[src/slt_pkg.sv]
// slt_pkg: shared constants of the sine lfo tremolo block
// polynomial coefficients, register indexes, reset values and default sizes
// no dependencies
`timescale 1ns / 1ps
`default_nettype none

package slt_pkg;

    // default sizes handed to the top level
    localparam int DEF_SINE_TABLE_DEPTH = 1024;
    localparam int DEF_PHASE_BITS       = 32;
    localparam int DEF_SAMPLE_BITS      = 16;

    // configuration port
    localparam int CFG_INDEX_BITS = 2;
    localparam int CFG_DATA_BITS  = 32;

    localparam logic [CFG_INDEX_BITS-1:0] REG_PHASE_STEP   = 2'd0;
    localparam logic [CFG_INDEX_BITS-1:0] REG_DEPTH        = 2'd1;
    localparam logic [CFG_INDEX_BITS-1:0] REG_CHANNEL_MODE = 2'd2;

    localparam logic [31:0] RST_PHASE_STEP   = 32'd486959;
    localparam logic [15:0] RST_DEPTH        = 16'd32768;
    localparam logic        RST_CHANNEL_MODE = 1'b1;

    // channel mode codes
    localparam logic MODE_LEFT   = 1'b0;
    localparam logic MODE_STEREO = 1'b1;

    // q2.30 coefficients of sin(pi/2 * x) for x in [0,1]
    localparam logic [31:0] SC1 = 32'd1686629713;
    localparam logic [31:0] SC3 = 32'd693598668;
    localparam logic [31:0] SC5 = 32'd85569305;
    localparam logic [31:0] SC7 = 32'd5026995;
    localparam logic [31:0] SC9 = 32'd172272;

    // q1.15 full scale of the sine and unity gain in q1.31
    localparam logic [31:0] SINE_SCALE = 32'd32767;
    localparam logic [14:0] SINE_MAX   = 15'h7FFF;
    localparam logic [31:0] GAIN_ONE   = 32'h8000_0000;

endpackage

`default_nettype wire

[src/slt_if.sv]
// slt_if: handshake channels of the sine lfo tremolo block
// input frame, output word and configuration write channels
// depends on slt_pkg
`timescale 1ns / 1ps
`default_nettype none

// input frame channel
interface slt_in_if #(
    parameter int SAMPLE_BITS = slt_pkg::DEF_SAMPLE_BITS
);
    logic                          valid;
    logic                          ready;
    logic signed [SAMPLE_BITS-1:0] sample_left;
    logic signed [SAMPLE_BITS-1:0] sample_right;

    modport source (output valid, output sample_left, output sample_right, input ready);
    modport sink   (input valid, input sample_left, input sample_right, output ready);
endinterface

// output word channel
interface slt_out_if #(
    parameter int SAMPLE_BITS = slt_pkg::DEF_SAMPLE_BITS
);
    logic                          valid;
    logic                          ready;
    logic signed [SAMPLE_BITS-1:0] sample_out;
    logic                          clipped;

    modport source (output valid, output sample_out, output clipped, input ready);
    modport sink   (input valid, input sample_out, input clipped, output ready);
endinterface

// configuration write channel
interface slt_cfg_if import slt_pkg::*; ();
    logic                      valid;
    logic                      ready;
    logic [CFG_INDEX_BITS-1:0] index;
    logic [CFG_DATA_BITS-1:0]  data;

    modport source (output valid, output index, output data, input ready);
    modport sink   (input valid, input index, input data, output ready);
endinterface

`default_nettype wire

[src/sine_lfo_tremolo.sv]
// Sine LFO tremolo. Each accepted frame (left and right samples) is reduced to
// mono (average of both in stereo mode, left alone otherwise) and scaled by
// 1 + depth * sin(phase); the result is rounded and saturated, with clipped
// set when saturation occurred. The phase accumulator starts at zero after
// reset and advances by phase_step after every frame. The sine is evaluated
// from a ninth-order odd polynomial on the folded quarter wave, quantised to
// SINE_TABLE_DEPTH points per turn (a power of two, at most 65536). A frame is
// accepted in the idle state; in states X2, T7, T5, T3, T1, SIN, VAL, GAIN and
// MUL a single 32x32 multiplier produces, in turn, the seven products of the
// sine polynomial, the gain and the scaled sample, followed by one rounding
// step. The input is ready only between frames. A finished word sits in an
// output register; the next frame is accepted while it waits, and that frame
// holds in its rounding step until the previous word has been taken.
// Configuration writes are always ready; depth writes reach a running frame.
// depends on slt_pkg and slt_if
`timescale 1ns / 1ps
`default_nettype none

module sine_lfo_tremolo import slt_pkg::*; #(
    parameter int SINE_TABLE_DEPTH = DEF_SINE_TABLE_DEPTH,
    parameter int PHASE_BITS       = DEF_PHASE_BITS,
    parameter int SAMPLE_BITS      = DEF_SAMPLE_BITS
) (
    input  wire        i_clk,
    input  wire        i_rst_n,
    slt_in_if.sink     i_in,
    slt_out_if.source  o_out,
    slt_cfg_if.sink    i_cfg
);

    localparam int LUT_BITS   = $clog2(SINE_TABLE_DEPTH);
    localparam int TURN_SHIFT = 16 - LUT_BITS;
    localparam int MONO_W     = SAMPLE_BITS + 1;

    localparam logic signed [31:0] SAT_MAX = 32'sd2 ** (SAMPLE_BITS - 1) - 32'sd1;
    localparam logic signed [31:0] SAT_MIN = -(32'sd2 ** (SAMPLE_BITS - 1));

    // sequencer states
    localparam logic [3:0] S_IDLE = 4'd0;
    localparam logic [3:0] S_X2   = 4'd1;
    localparam logic [3:0] S_T7   = 4'd2;
    localparam logic [3:0] S_T5   = 4'd3;
    localparam logic [3:0] S_T3   = 4'd4;
    localparam logic [3:0] S_T1   = 4'd5;
    localparam logic [3:0] S_SIN  = 4'd6;
    localparam logic [3:0] S_VAL  = 4'd7;
    localparam logic [3:0] S_GAIN = 4'd8;
    localparam logic [3:0] S_MUL  = 4'd9;
    localparam logic [3:0] S_RND  = 4'd10;

    // configuration registers
    logic [31:0]           r_phase_step;
    logic [15:0]           r_depth;
    logic                  r_mode;

    // sequencer and datapath registers
    logic [3:0]            r_state, n_state;
    logic [PHASE_BITS-1:0] r_phase;
    logic [31:0]           r_x, n_x;
    logic [31:0]           r_x2, n_x2;
    logic [31:0]           r_acc, n_acc;
    logic [14:0]           r_val, n_val;
    logic                  r_sin_neg, n_sin_neg;
    logic [31:0]           r_gain, n_gain;
    logic [63:0]           r_prod, n_prod;
    logic [MONO_W-1:0]     r_mag, n_mag;
    logic                  r_neg, n_neg;

    // output register
    logic                          r_out_valid;
    logic signed [SAMPLE_BITS-1:0] r_sample_out, n_sample_out;
    logic                          r_clipped, n_clipped;

    logic                          w_in_acc;
    logic                          w_out_load;
    logic [PHASE_BITS+31:0]        w_step_wide;
    logic [PHASE_BITS-1:0]         w_step;
    logic [LUT_BITS-1:0]           w_idx;
    logic [15:0]                   w_turn;
    logic [14:0]                   w_fold;
    logic signed [MONO_W-1:0]      w_mono2;
    logic [31:0]                   w_mul_a, w_mul_b;
    logic [63:0]                   w_prod;
    logic [31:0]                   w_coef;
    logic [63:0]                   w_vsum;
    logic [33:0]                   w_vraw;
    logic [63:0]                   w_sprod;
    logic [63:0]                   w_rsum;
    logic signed [31:0]            w_y;

    assign w_in_acc   = i_in.valid && i_in.ready;
    assign i_in.ready = (r_state == S_IDLE);
    assign i_cfg.ready = 1'b1;

    assign o_out.valid      = r_out_valid;
    assign o_out.sample_out = r_sample_out;
    assign o_out.clipped    = r_clipped;

    // phase step fitted to the accumulator width
    assign w_step_wide = {{PHASE_BITS{1'b0}}, r_phase_step};
    assign w_step      = w_step_wide[PHASE_BITS-1:0];

    // quarter-wave folding of the quantised phase
    assign w_idx  = r_phase[PHASE_BITS-1 -: LUT_BITS];
    assign w_turn = 16'(w_idx) << TURN_SHIFT;
    assign w_fold = w_turn[14] ? (15'h4000 - {1'b0, w_turn[13:0]}) : {1'b0, w_turn[13:0]};

    // mono value with one fraction bit
    assign w_mono2 = (r_mode == MODE_STEREO)
                   ? (MONO_W'(i_in.sample_left) + MONO_W'(i_in.sample_right))
                   : {i_in.sample_left, 1'b0};

    // shared multiplier operand selection
    always_comb begin
        w_mul_a = '0;
        w_mul_b = '0;
        w_coef  = '0;
        case (r_state)
            S_X2: begin
                w_mul_a = r_x;
                w_mul_b = r_x;
            end
            S_T7: begin
                w_mul_a = r_x2;
                w_mul_b = SC9;
                w_coef  = SC7;
            end
            S_T5: begin
                w_mul_a = r_x2;
                w_mul_b = r_acc;
                w_coef  = SC5;
            end
            S_T3: begin
                w_mul_a = r_x2;
                w_mul_b = r_acc;
                w_coef  = SC3;
            end
            S_T1: begin
                w_mul_a = r_x2;
                w_mul_b = r_acc;
                w_coef  = SC1;
            end
            S_SIN: begin
                w_mul_a = r_x;
                w_mul_b = r_acc;
            end
            S_VAL: begin
                w_mul_a = r_acc;
                w_mul_b = SINE_SCALE;
            end
            S_GAIN: begin
                w_mul_a = 32'(r_depth);
                w_mul_b = 32'(r_val);
            end
            S_MUL: begin
                w_mul_a = 32'(r_mag);
                w_mul_b = r_gain;
            end
            default: begin
                w_mul_a = '0;
                w_mul_b = '0;
            end
        endcase
    end

    assign w_prod = 64'(w_mul_a) * 64'(w_mul_b);

    // sine magnitude rounding
    assign w_vsum = w_prod + 64'h2000_0000;
    assign w_vraw = w_vsum[63:30];

    // signed product, round half up, drop 32 fraction bits
    assign w_sprod = r_neg ? (64'd0 - r_prod) : r_prod;
    assign w_rsum  = w_sprod + 64'h8000_0000;
    assign w_y     = signed'(w_rsum[63:32]);

    assign w_out_load = (r_state == S_RND) && (!r_out_valid || o_out.ready);

    // sequencer next state and datapath
    always_comb begin
        n_state      = r_state;
        n_x          = r_x;
        n_x2         = r_x2;
        n_acc        = r_acc;
        n_val        = r_val;
        n_sin_neg    = r_sin_neg;
        n_gain       = r_gain;
        n_prod       = r_prod;
        n_mag        = r_mag;
        n_neg        = r_neg;
        n_sample_out = r_sample_out;
        n_clipped    = r_clipped;
        case (r_state)
            S_IDLE: begin
                if (w_in_acc) begin
                    n_x       = {1'b0, w_fold, 16'h0000};
                    n_sin_neg = w_turn[15];
                    n_neg     = w_mono2[MONO_W-1];
                    n_mag     = w_mono2[MONO_W-1] ? MONO_W'(-w_mono2) : MONO_W'(w_mono2);
                    n_state   = S_X2;
                end
            end
            S_X2: begin
                n_x2    = w_prod[61:30];
                n_state = S_T7;
            end
            S_T7: begin
                n_acc   = w_coef - w_prod[61:30];
                n_state = S_T5;
            end
            S_T5: begin
                n_acc   = w_coef - w_prod[61:30];
                n_state = S_T3;
            end
            S_T3: begin
                n_acc   = w_coef - w_prod[61:30];
                n_state = S_T1;
            end
            S_T1: begin
                n_acc   = w_coef - w_prod[61:30];
                n_state = S_SIN;
            end
            S_SIN: begin
                n_acc   = w_prod[61:30];
                n_state = S_VAL;
            end
            S_VAL: begin
                n_val   = (w_vraw > 34'(SINE_MAX)) ? SINE_MAX : w_vraw[14:0];
                n_state = S_GAIN;
            end
            S_GAIN: begin
                n_gain  = r_sin_neg ? (GAIN_ONE - w_prod[31:0]) : (GAIN_ONE + w_prod[31:0]);
                n_state = S_MUL;
            end
            S_MUL: begin
                // scaled sample kept until the rounding step can unload it
                n_prod  = w_prod;
                n_state = S_RND;
            end
            S_RND: begin
                if (w_out_load) begin
                    if (w_y > SAT_MAX) begin
                        n_sample_out = SAMPLE_BITS'(SAT_MAX);
                        n_clipped    = 1'b1;
                    end else if (w_y < SAT_MIN) begin
                        n_sample_out = SAMPLE_BITS'(SAT_MIN);
                        n_clipped    = 1'b1;
                    end else begin
                        n_sample_out = SAMPLE_BITS'(w_y);
                        n_clipped    = 1'b0;
                    end
                    n_state = S_IDLE;
                end
            end
            default: begin
                n_state = S_IDLE;
            end
        endcase
    end

    // control registers
    always_ff @(posedge i_clk) begin
        if (!i_rst_n) begin
            r_state      <= S_IDLE;
            r_phase      <= '0;
            r_out_valid  <= 1'b0;
            r_phase_step <= RST_PHASE_STEP;
            r_depth      <= RST_DEPTH;
            r_mode       <= RST_CHANNEL_MODE;
        end else begin
            r_state <= n_state;
            if (w_in_acc) begin
                r_phase <= r_phase + w_step;
            end
            if (w_out_load) begin
                r_out_valid <= 1'b1;
            end else if (o_out.ready) begin
                r_out_valid <= 1'b0;
            end
            if (i_cfg.valid && i_cfg.ready) begin
                case (i_cfg.index)
                    REG_PHASE_STEP:   r_phase_step <= i_cfg.data;
                    REG_DEPTH:        r_depth      <= i_cfg.data[15:0];
                    REG_CHANNEL_MODE: r_mode       <= i_cfg.data[0];
                    default: begin
                    end
                endcase
            end
        end
    end

    // datapath registers
    always_ff @(posedge i_clk) begin
        r_x          <= n_x;
        r_x2         <= n_x2;
        r_acc        <= n_acc;
        r_val        <= n_val;
        r_sin_neg    <= n_sin_neg;
        r_gain       <= n_gain;
        r_mag        <= n_mag;
        r_neg        <= n_neg;
        r_prod       <= n_prod;
        r_sample_out <= n_sample_out;
        r_clipped    <= n_clipped;
    end

`ifndef SYNTH
    // an accepted frame starts the polynomial
    a_accept_starts: assert property (@(posedge i_clk) disable iff (!i_rst_n)
        (i_rst_n && w_in_acc) |=> (r_state == S_X2))
        else $error("accepted frame did not start the sequencer");

    // phase advances by exactly one step per accepted frame
    a_phase_step: assert property (@(posedge i_clk) disable iff (!i_rst_n)
        (i_rst_n && w_in_acc) |=> (r_phase == $past(r_phase + w_step)))
        else $error("phase accumulator did not advance by the step");

    // a new word appears only out of the rounding step
    a_word_source: assert property (@(posedge i_clk) disable iff (!i_rst_n)
        $rose(r_out_valid) |-> ($past(r_state) == S_RND))
        else $error("output word loaded outside the rounding step");

    // a clipped word carries a saturation bound
    a_clip_bound: assert property (@(posedge i_clk) disable iff (!i_rst_n)
        (r_out_valid && r_clipped) |->
        (r_sample_out == SAMPLE_BITS'(SAT_MAX) || r_sample_out == SAMPLE_BITS'(SAT_MIN)))
        else $error("clipped word is not at a saturation bound");

    // the gain never collapses to zero
    a_gain_nonzero: assert property (@(posedge i_clk) disable iff (!i_rst_n)
        (r_state == S_MUL) |-> (r_gain != 32'd0))
        else $error("gain is zero");
`endif

endmodule

`default_nettype wire
[src/flat_wrapper.sv]
// flat-port wrapper written by rule: the top's interface ports become plain ports
module sine_lfo_tremolo_flat import slt_pkg::*;
#(
    parameter int SINE_TABLE_DEPTH = DEF_SINE_TABLE_DEPTH,
    parameter int PHASE_BITS       = DEF_PHASE_BITS,
    parameter int SAMPLE_BITS      = DEF_SAMPLE_BITS
)
  (i_clk, i_rst_n, i_in_valid, i_in_sample_left, i_in_sample_right, i_in_ready, o_out_valid, o_out_sample_out, o_out_clipped, o_out_ready, i_cfg_valid, i_cfg_index, i_cfg_data, i_cfg_ready);
  slt_in_if #(.SAMPLE_BITS(SAMPLE_BITS)) i_in_i ();
  slt_out_if #(.SAMPLE_BITS(SAMPLE_BITS)) o_out_i ();
  slt_cfg_if i_cfg_i ();
  input  wire i_clk;
  input  wire i_rst_n;
  input wire logic [$bits(i_in_i.valid)-1:0] i_in_valid;
  input wire logic [$bits(i_in_i.sample_left)-1:0] i_in_sample_left;
  input wire logic [$bits(i_in_i.sample_right)-1:0] i_in_sample_right;
  output wire logic [$bits(i_in_i.ready)-1:0] i_in_ready;
  output wire logic [$bits(o_out_i.valid)-1:0] o_out_valid;
  output wire logic [$bits(o_out_i.sample_out)-1:0] o_out_sample_out;
  output wire logic [$bits(o_out_i.clipped)-1:0] o_out_clipped;
  input wire logic [$bits(o_out_i.ready)-1:0] o_out_ready;
  input wire logic [$bits(i_cfg_i.valid)-1:0] i_cfg_valid;
  input wire logic [$bits(i_cfg_i.index)-1:0] i_cfg_index;
  input wire logic [$bits(i_cfg_i.data)-1:0] i_cfg_data;
  output wire logic [$bits(i_cfg_i.ready)-1:0] i_cfg_ready;
  assign i_in_i.valid = i_in_valid;
  assign i_in_i.sample_left = i_in_sample_left;
  assign i_in_i.sample_right = i_in_sample_right;
  assign i_in_ready = i_in_i.ready;
  assign o_out_valid = o_out_i.valid;
  assign o_out_sample_out = o_out_i.sample_out;
  assign o_out_clipped = o_out_i.clipped;
  assign o_out_i.ready = o_out_ready;
  assign i_cfg_i.valid = i_cfg_valid;
  assign i_cfg_i.index = i_cfg_index;
  assign i_cfg_i.data = i_cfg_data;
  assign i_cfg_ready = i_cfg_i.ready;
  sine_lfo_tremolo #(.SINE_TABLE_DEPTH(SINE_TABLE_DEPTH), .PHASE_BITS(PHASE_BITS), .SAMPLE_BITS(SAMPLE_BITS)) u_core (.i_clk(i_clk), .i_rst_n(i_rst_n), .i_in(i_in_i), .o_out(o_out_i), .i_cfg(i_cfg_i));
endmodule
[config.mk]
export PLATFORM = sky130hd
export DESIGN_NAME = sine_lfo_tremolo_flat
export DESIGN_NICKNAME = d
export VERILOG_FILES = /design/src/slt_pkg.sv /design/src/slt_if.sv /design/src/sine_lfo_tremolo.sv /design/src/flat_wrapper.sv
export SDC_FILE = /design/constraint.sdc
export NUM_CORES = 2
export LEC_CHECK = 0
export BUFFER_PORTS_ARGS = -buffer_cell sky130_fd_sc_hd__buf_2
export CORE_ASPECT_RATIO = 0.9
export CORE_UTILIZATION = 65
export CTS_CLUSTER_SIZE = 28
export DETAILED_ROUTE_END_ITERATION = 8
export PLACE_DENSITY = 0.82
export SLEW_MARGIN = 10
export SYNTH_ARGS = -nofsm -noshare
export SYNTH_HDL_FRONTEND = slang
export SYNTH_SLANG_ARGS = --single-unit
[constraint.sdc]
create_clock -name i_clk -period 42.8 [get_ports i_clk]
set_input_delay 6.42 -clock i_clk [delete_from_list [all_inputs] [get_ports i_clk]]
set_output_delay 6.42 -clock i_clk [all_outputs]
set_load 0.005 [all_outputs]
Word level (Yosys, flattened, before mapping) --
Cells that the tools add are included.
Storage, ports and cells: flip-flop bits (word level) 312, bits in latches 0, bits in writable memories 0, memory bits (read-only) 0, input bits 71, output and inout port bits 20, logic and storage cells 80, memories kept 0
Operators by class: $add $sub $neg 10, multiply operators 1, divide/modulo/power cells 0, $lt $le $gt $ge 3, equal/unequal tests 14, shift operators 0, muxes and demuxes 16, bitwise gates (word level) 0, reductions and logical operators 17
Operators with widths (count):
- 32-bit case mux with 6 select lines | 1
- 32-bit case mux with 5 select lines | 1
- 31-bit case mux with 4 select lines | 1
- 64-bit by 30-bit adder with 64-bit output (second input constant) | 1
- 64-bit by 32-bit adder with 64-bit output (second input constant) | 1
- 32-bit by 32-bit multiplier with 64-bit output | 1
- 64-bit 2-to-1 mux | 1
- 32-bit case mux with 2 select lines | 1
- 1-bit by 64-bit subtractor with 64-bit output (first input constant) | 1
- 4-bit case mux with 11 select lines | 1
- 34-bit by 15-bit greater-than comparator with 1-bit output (second input constant) | 1
- 32-bit adder | 1
- 32-bit adder (first input constant) | 1
- 32-bit by 16-bit greater-than comparator with 1-bit output (second input constant) | 1
- 32-bit by 16-bit less-than comparator with 1-bit output (second input constant) | 1
- 16-bit 2-to-1 mux | 2
- 32-bit 2-to-1 mux | 1
- 31-bit by 32-bit subtractor with 32-bit output | 1
- 32-bit subtractor (first input constant) | 1
- 16-bit by 16-bit adder with 17-bit output | 1
- 17-bit 2-to-1 mux | 1
- 17-bit negation | 1
- 4-bit by 3-bit == test with 1-bit output (second input constant) | 4
- 15-bit by 14-bit subtractor with 15-bit output (first input constant) | 1
- 19 further kinds | 33

Depth between registers and ports, before layout --
depth in word-level cells 6, gate-level depth with buffers 49, mapped depth without buffers 44

Worst setup path after synthesis --
No wires, ideal clock.
path kind reg2reg, from register u_core.r_state[1], to register u_core.r_acc[24], data pin, setup time 269 ps, arrival time 13207 ps, data required time 42531 ps, setup slack 29323 ps, cell stages (with the launch flop) 44, buffers on the path 5, period minus slack after synthesis 13477 ps, cell sequence dfxtp_1 clkbuf_1 nand2b_1 nor2_1 clkbuf_1 buf_1 a22oi_1 clkbuf_1 nor2_1 fa_1 fa_1 inv_1 fa_1 fa_1 inv_1 fa_1 fa_1 fa_1 (+8 left out) nor3_1 xnor2_1 inv_1 fa_1 a21o_1 a21oi_1 nor2b_1 o31a_1 o41a_1 nor3_1 a311o_2 a21oi_1 o41ai_1 o21ai_0 o21ai_0 or3b_2 nand2_1 o21ai_0
Between the ends: cells in the longest elaborated chain, start to end 6, elaborated cells between the ends (all ways) 18, those cells by class add/sub (1); mul (1); eq/ne (9); mux (4); reduce/logical (3)
RTL lines:
- start, declared | RTL line sine_lfo_tremolo.sv:57 | logic [3:0] r_state, n_state;
- start signal, assigned | RTL line sine_lfo_tremolo.sv:271 | r_state <= n_state;
- 4-bit by 2-bit == test with 1-bit output, or another cell as far along | RTL line sine_lfo_tremolo.sv:118 | case (r_state)
- 4-bit OR reduction (no source line) or 2-bit OR reduction (tied branches)
- 32-bit case mux with 6 select lines or 32-bit case mux with 5 select lines (tied branches) | RTL line sine_lfo_tremolo.sv:118
- 32-bit by 32-bit multiplier with 64-bit output (*) | RTL line sine_lfo_tremolo.sv:166 | assign w_prod = 64'(w_mul_a) * 64'(w_mul_b);
- net u_core.w_prod[31] | RTL line sine_lfo_tremolo.sv:83 | logic [63:0] w_prod;
- 31-bit by 32-bit subtractor with 32-bit output (*)
- 32-bit case mux with 2 select lines (*) | RTL line sine_lfo_tremolo.sv:193 | case (r_state)
- net u_core.n_acc[24] | RTL line sine_lfo_tremolo.sv:61 | logic [31:0] r_acc, n_acc;
- end signal, assigned | RTL line sine_lfo_tremolo.sv:296 | r_acc <= n_acc;
- end, declared | RTL line sine_lfo_tremolo.sv:61
The timed path passes the listed nets; every way through them passes the cells marked *. A chain may end at the register's enable or synchronous reset.

Final worst setup path --
from register u_core.r_state[3], to register u_core.r_acc[31], data pin
Same word-level chain as after synthesis.

==> impl_results.md <==
- Outcome: finished, final reports clean
- CP Max Fanout: 74
- Critical Path Sink Type: flop
- Core Area: 79460 sq um
- Gpl congestion: 1.087
- IO Port Bufs: 89
- Top_reg_cell synth: edfxtp_1
- Crit Path Category: reg2reg
- Yosys top cell by area: fa_1
- Final setup fails: 0
- CTS Sinks: 306
- Worst Tran Pin Value: 1.325 ns
- MaxCap Viol Count: 0
- Vias in the first global route: 43450
- Total gr overflow: 0
- Synth area leaders: fa_1, edfxtp_1, ha_1
- Final worst-path cycle share: 0.3588
- DR iter-0 viols: 5254
- Post-CTS Hold Buffers: 0
- Die area: 81530 sq um
- Row cnt: 98
- Initial antenna violation count: 7
- Fin Clk Skew: 0.03446 ns
- Layout cell share with drive strength beyond 1: 0.06521
- Vias post-DR: 43500
- Most used cell, CP: fa_1
- Time the worst path needs with I/O delays and setup: 15.36 ns
- Ys Warns: 0
- Crit start category: flop
- H-tree lvl count: 1
- Syn_nets: 7227
- Worst path bufs/invs: 5
- First-pass GRT wire length: 257.8 mm
- Syn Area/Cell: 8.835 sq um
- IO Pins: 91
- Final HPWL DP: 134.6 mm
- Mapped cell area: 52260 sq um
- Crit path max-delay family: adder cells
- Number of post-CTS setup repair buffers: 0
- Initial Util: 0.6577
- R2r setup slk: 27.44 ns
- WL final: 169.8 mm
- Mapped Cells: 5915
- Synth top area share: 0.3444
- Setup tns final: 0 ns
- Clock root buffer: clkbuf_16
- Fill count: 6263
- Worst Path Arrival: 15.69 ns
- CP required: 43.13 ns
- DRC: 0
- Register area share after synthesis: 0.1594
- CTS tree: done
- CTS max path bufs: 3
- Seq cells post-synth: 306
- Number of routed nets with antenna violations: 0
- Final nets: 7146
- Largest net degree at the start of global routing: 86
- CP peak stage delay: 0.91 ns
- Max-slew violation count: 0
- Final Hold Viols: 0
- Post-CTS sizing: 0
- CTS buffer count: 30
- Critical path's slowest cell: dfxtp_1
- Relative slew slack: 0.1164
- Iteration count of the initial detailed-routing pass: 9
- Area delta synth->final: 4.707%
- Via density: 6.296
- Cell variety after synth: 119
- FMAX: 65.12 MHz
- Chip width: 300.9 microns
- Post-synth EDFFs: 220
- Clock transition at the registers of the reported paths: 0.07 ns
- Worst-skew pair later-pin latency: 0.59 ns
- Wire length per cell: 24.57 microns
- Asr flop ratio synth: 0
- Worst Hold Class: reg2reg
- RSZ-0062 raised after global routing: false
- Tot GR Track Use: 0.4232
- Die H: 271.0 microns
-- layout by cell type, fill, tap and decap left out, types with 12 or more instances in the layout --
cell type  count
fa_1         899
a22o_1        15
and3_1        21
o31ai_1       24
nor2_1       655
inv_1        991
a21boi_0      47
dfxtp_1       86
nand4_1       47
o21ai_0      138
nand3_1       71
o211ai_1      16
o21bai_1      22
and4_1        17
a21o_1        46
xnor2_1      168
nor2b_1       17
a22oi_1       30
edfxtp_1     220
mux2_2        16
nor4_1        23
buf_4        115
or3_1         20
nand2_1      894
a31oi_1       25
nor3_1        60
a222oi_1      15
or2_2         28
nand2b_1      40
and2_1        81
mux2i_1       17
xor2_1        55
o21a_1        14
a211oi_1      12
a21oi_1      166
buf_2         89
clkbuf_16     32
ha_1         342
o21ai_1       13
-- final cells by class --
class,instances,area (sq um),share of cell area
diodes,1,2.502,0.00004573
inverters,994,3744,0.06842
clock inverters,19,176.4,0.003224
clock buffers,37,819.5,0.01498
multi-input cells,4298,39020,0.7132
well taps,1050,1314,0.02401
flip-flops and latches,306,8328,0.1522
repair buffers,204,1309,0.02392
-- routing by layer --
metal	track usage	part of all wire	wire [microns]
met5	0	0.00028	48
met4	0.1988	0.060	10270
met3	0.1374	0.15	25010
met2	0.6184	0.42	71380
met1	0.5710	0.37	63050
-- cells in the mapped netlist, types with 55 or more instances --
| cell type | count |
|---|---|
| nand3_1 | 71 |
| xnor2_1 | 168 |
| nor2_1 | 660 |
| and2_1 | 81 |
| nand2_1 | 894 |
| fa_1 | 899 |
| a21oi_1 | 166 |
| ha_1 | 342 |
| edfxtp_1 | 220 |
| nor3_1 | 62 |
| dfxtp_1 | 86 |
| xor2_1 | 55 |
| o21ai_0 | 139 |
| inv_1 | 991 |
| clkbuf_1 | 267 |
-- per-stage QoR --
step,worst slack [ns],util,cell area [sq um],cells,hold WS [ns]
3_5_place_dp,28.01,0.6761,53720,6852,0.4486
6_report,27.44,0.6886,54720,6909,0.4636
4_1_cts,27.95,0.6886,54710,6908,0.4641
5_1_grt,27.05,0.6886,54710,6908,0.4737
2_1_floorplan,29.32,-,52260,5915,0.4280
3_3_place_gp,28.23,0.6761,53720,6852,0.4376
-- cell families (layout without fill, tap and decap cells) --
| kind of cell | Yosys count | after routing | share of synthesized area |
|---|---|---|---|
| buffers and inverters | 1311 | 1254 | 0.09654 |
| AO/OA/AOI/OAI | 738 | 738 | 0.09743 |
| XOR/XNOR | 228 | 228 | 0.03893 |
| adder cells (fa/ha/maj) | 1245 | 1245 | 0.4271 |
| multiplexers | 35 | 35 | 0.007207 |
| other | 1 | 2 | 0.00007176 |
| flip-flops | 306 | 306 | 0.1594 |
| AND/OR/NAND/NOR | 2051 | 2051 | 0.1734 |
-- registers in the layout, indices dropped and copies added, names as in the netlist, 4 cells and up --
signal                   cells
u_core.r_prod               64
u_core.r_acc                32
u_core.r_gain               32
u_core.r_phase              32
u_core.r_phase_step         32
u_core.r_x2                 32
u_core.r_mag                17
u_core.o_out.sample_out     16
u_core.r_depth              16
u_core.r_val                15
u_core.r_x                   9
u_core.r_state               4
-- final timing paths --
check / startpoint / endpoint / depth (start not counted)
hold reg to reg: u_core.r_phase[31] / u_core.r_sin_neg / 0
hold / removal: u_core.r_phase[31] / u_core.r_sin_neg / 0
setup reg to reg: u_core.r_state[3] / u_core.r_acc[31] / 39
setup / recovery: u_core.r_state[3] / u_core.r_acc[31] / 39
Power is not shown: default switching activity piles up to over one toggle a cycle in this logic, so the estimate is an artifact.
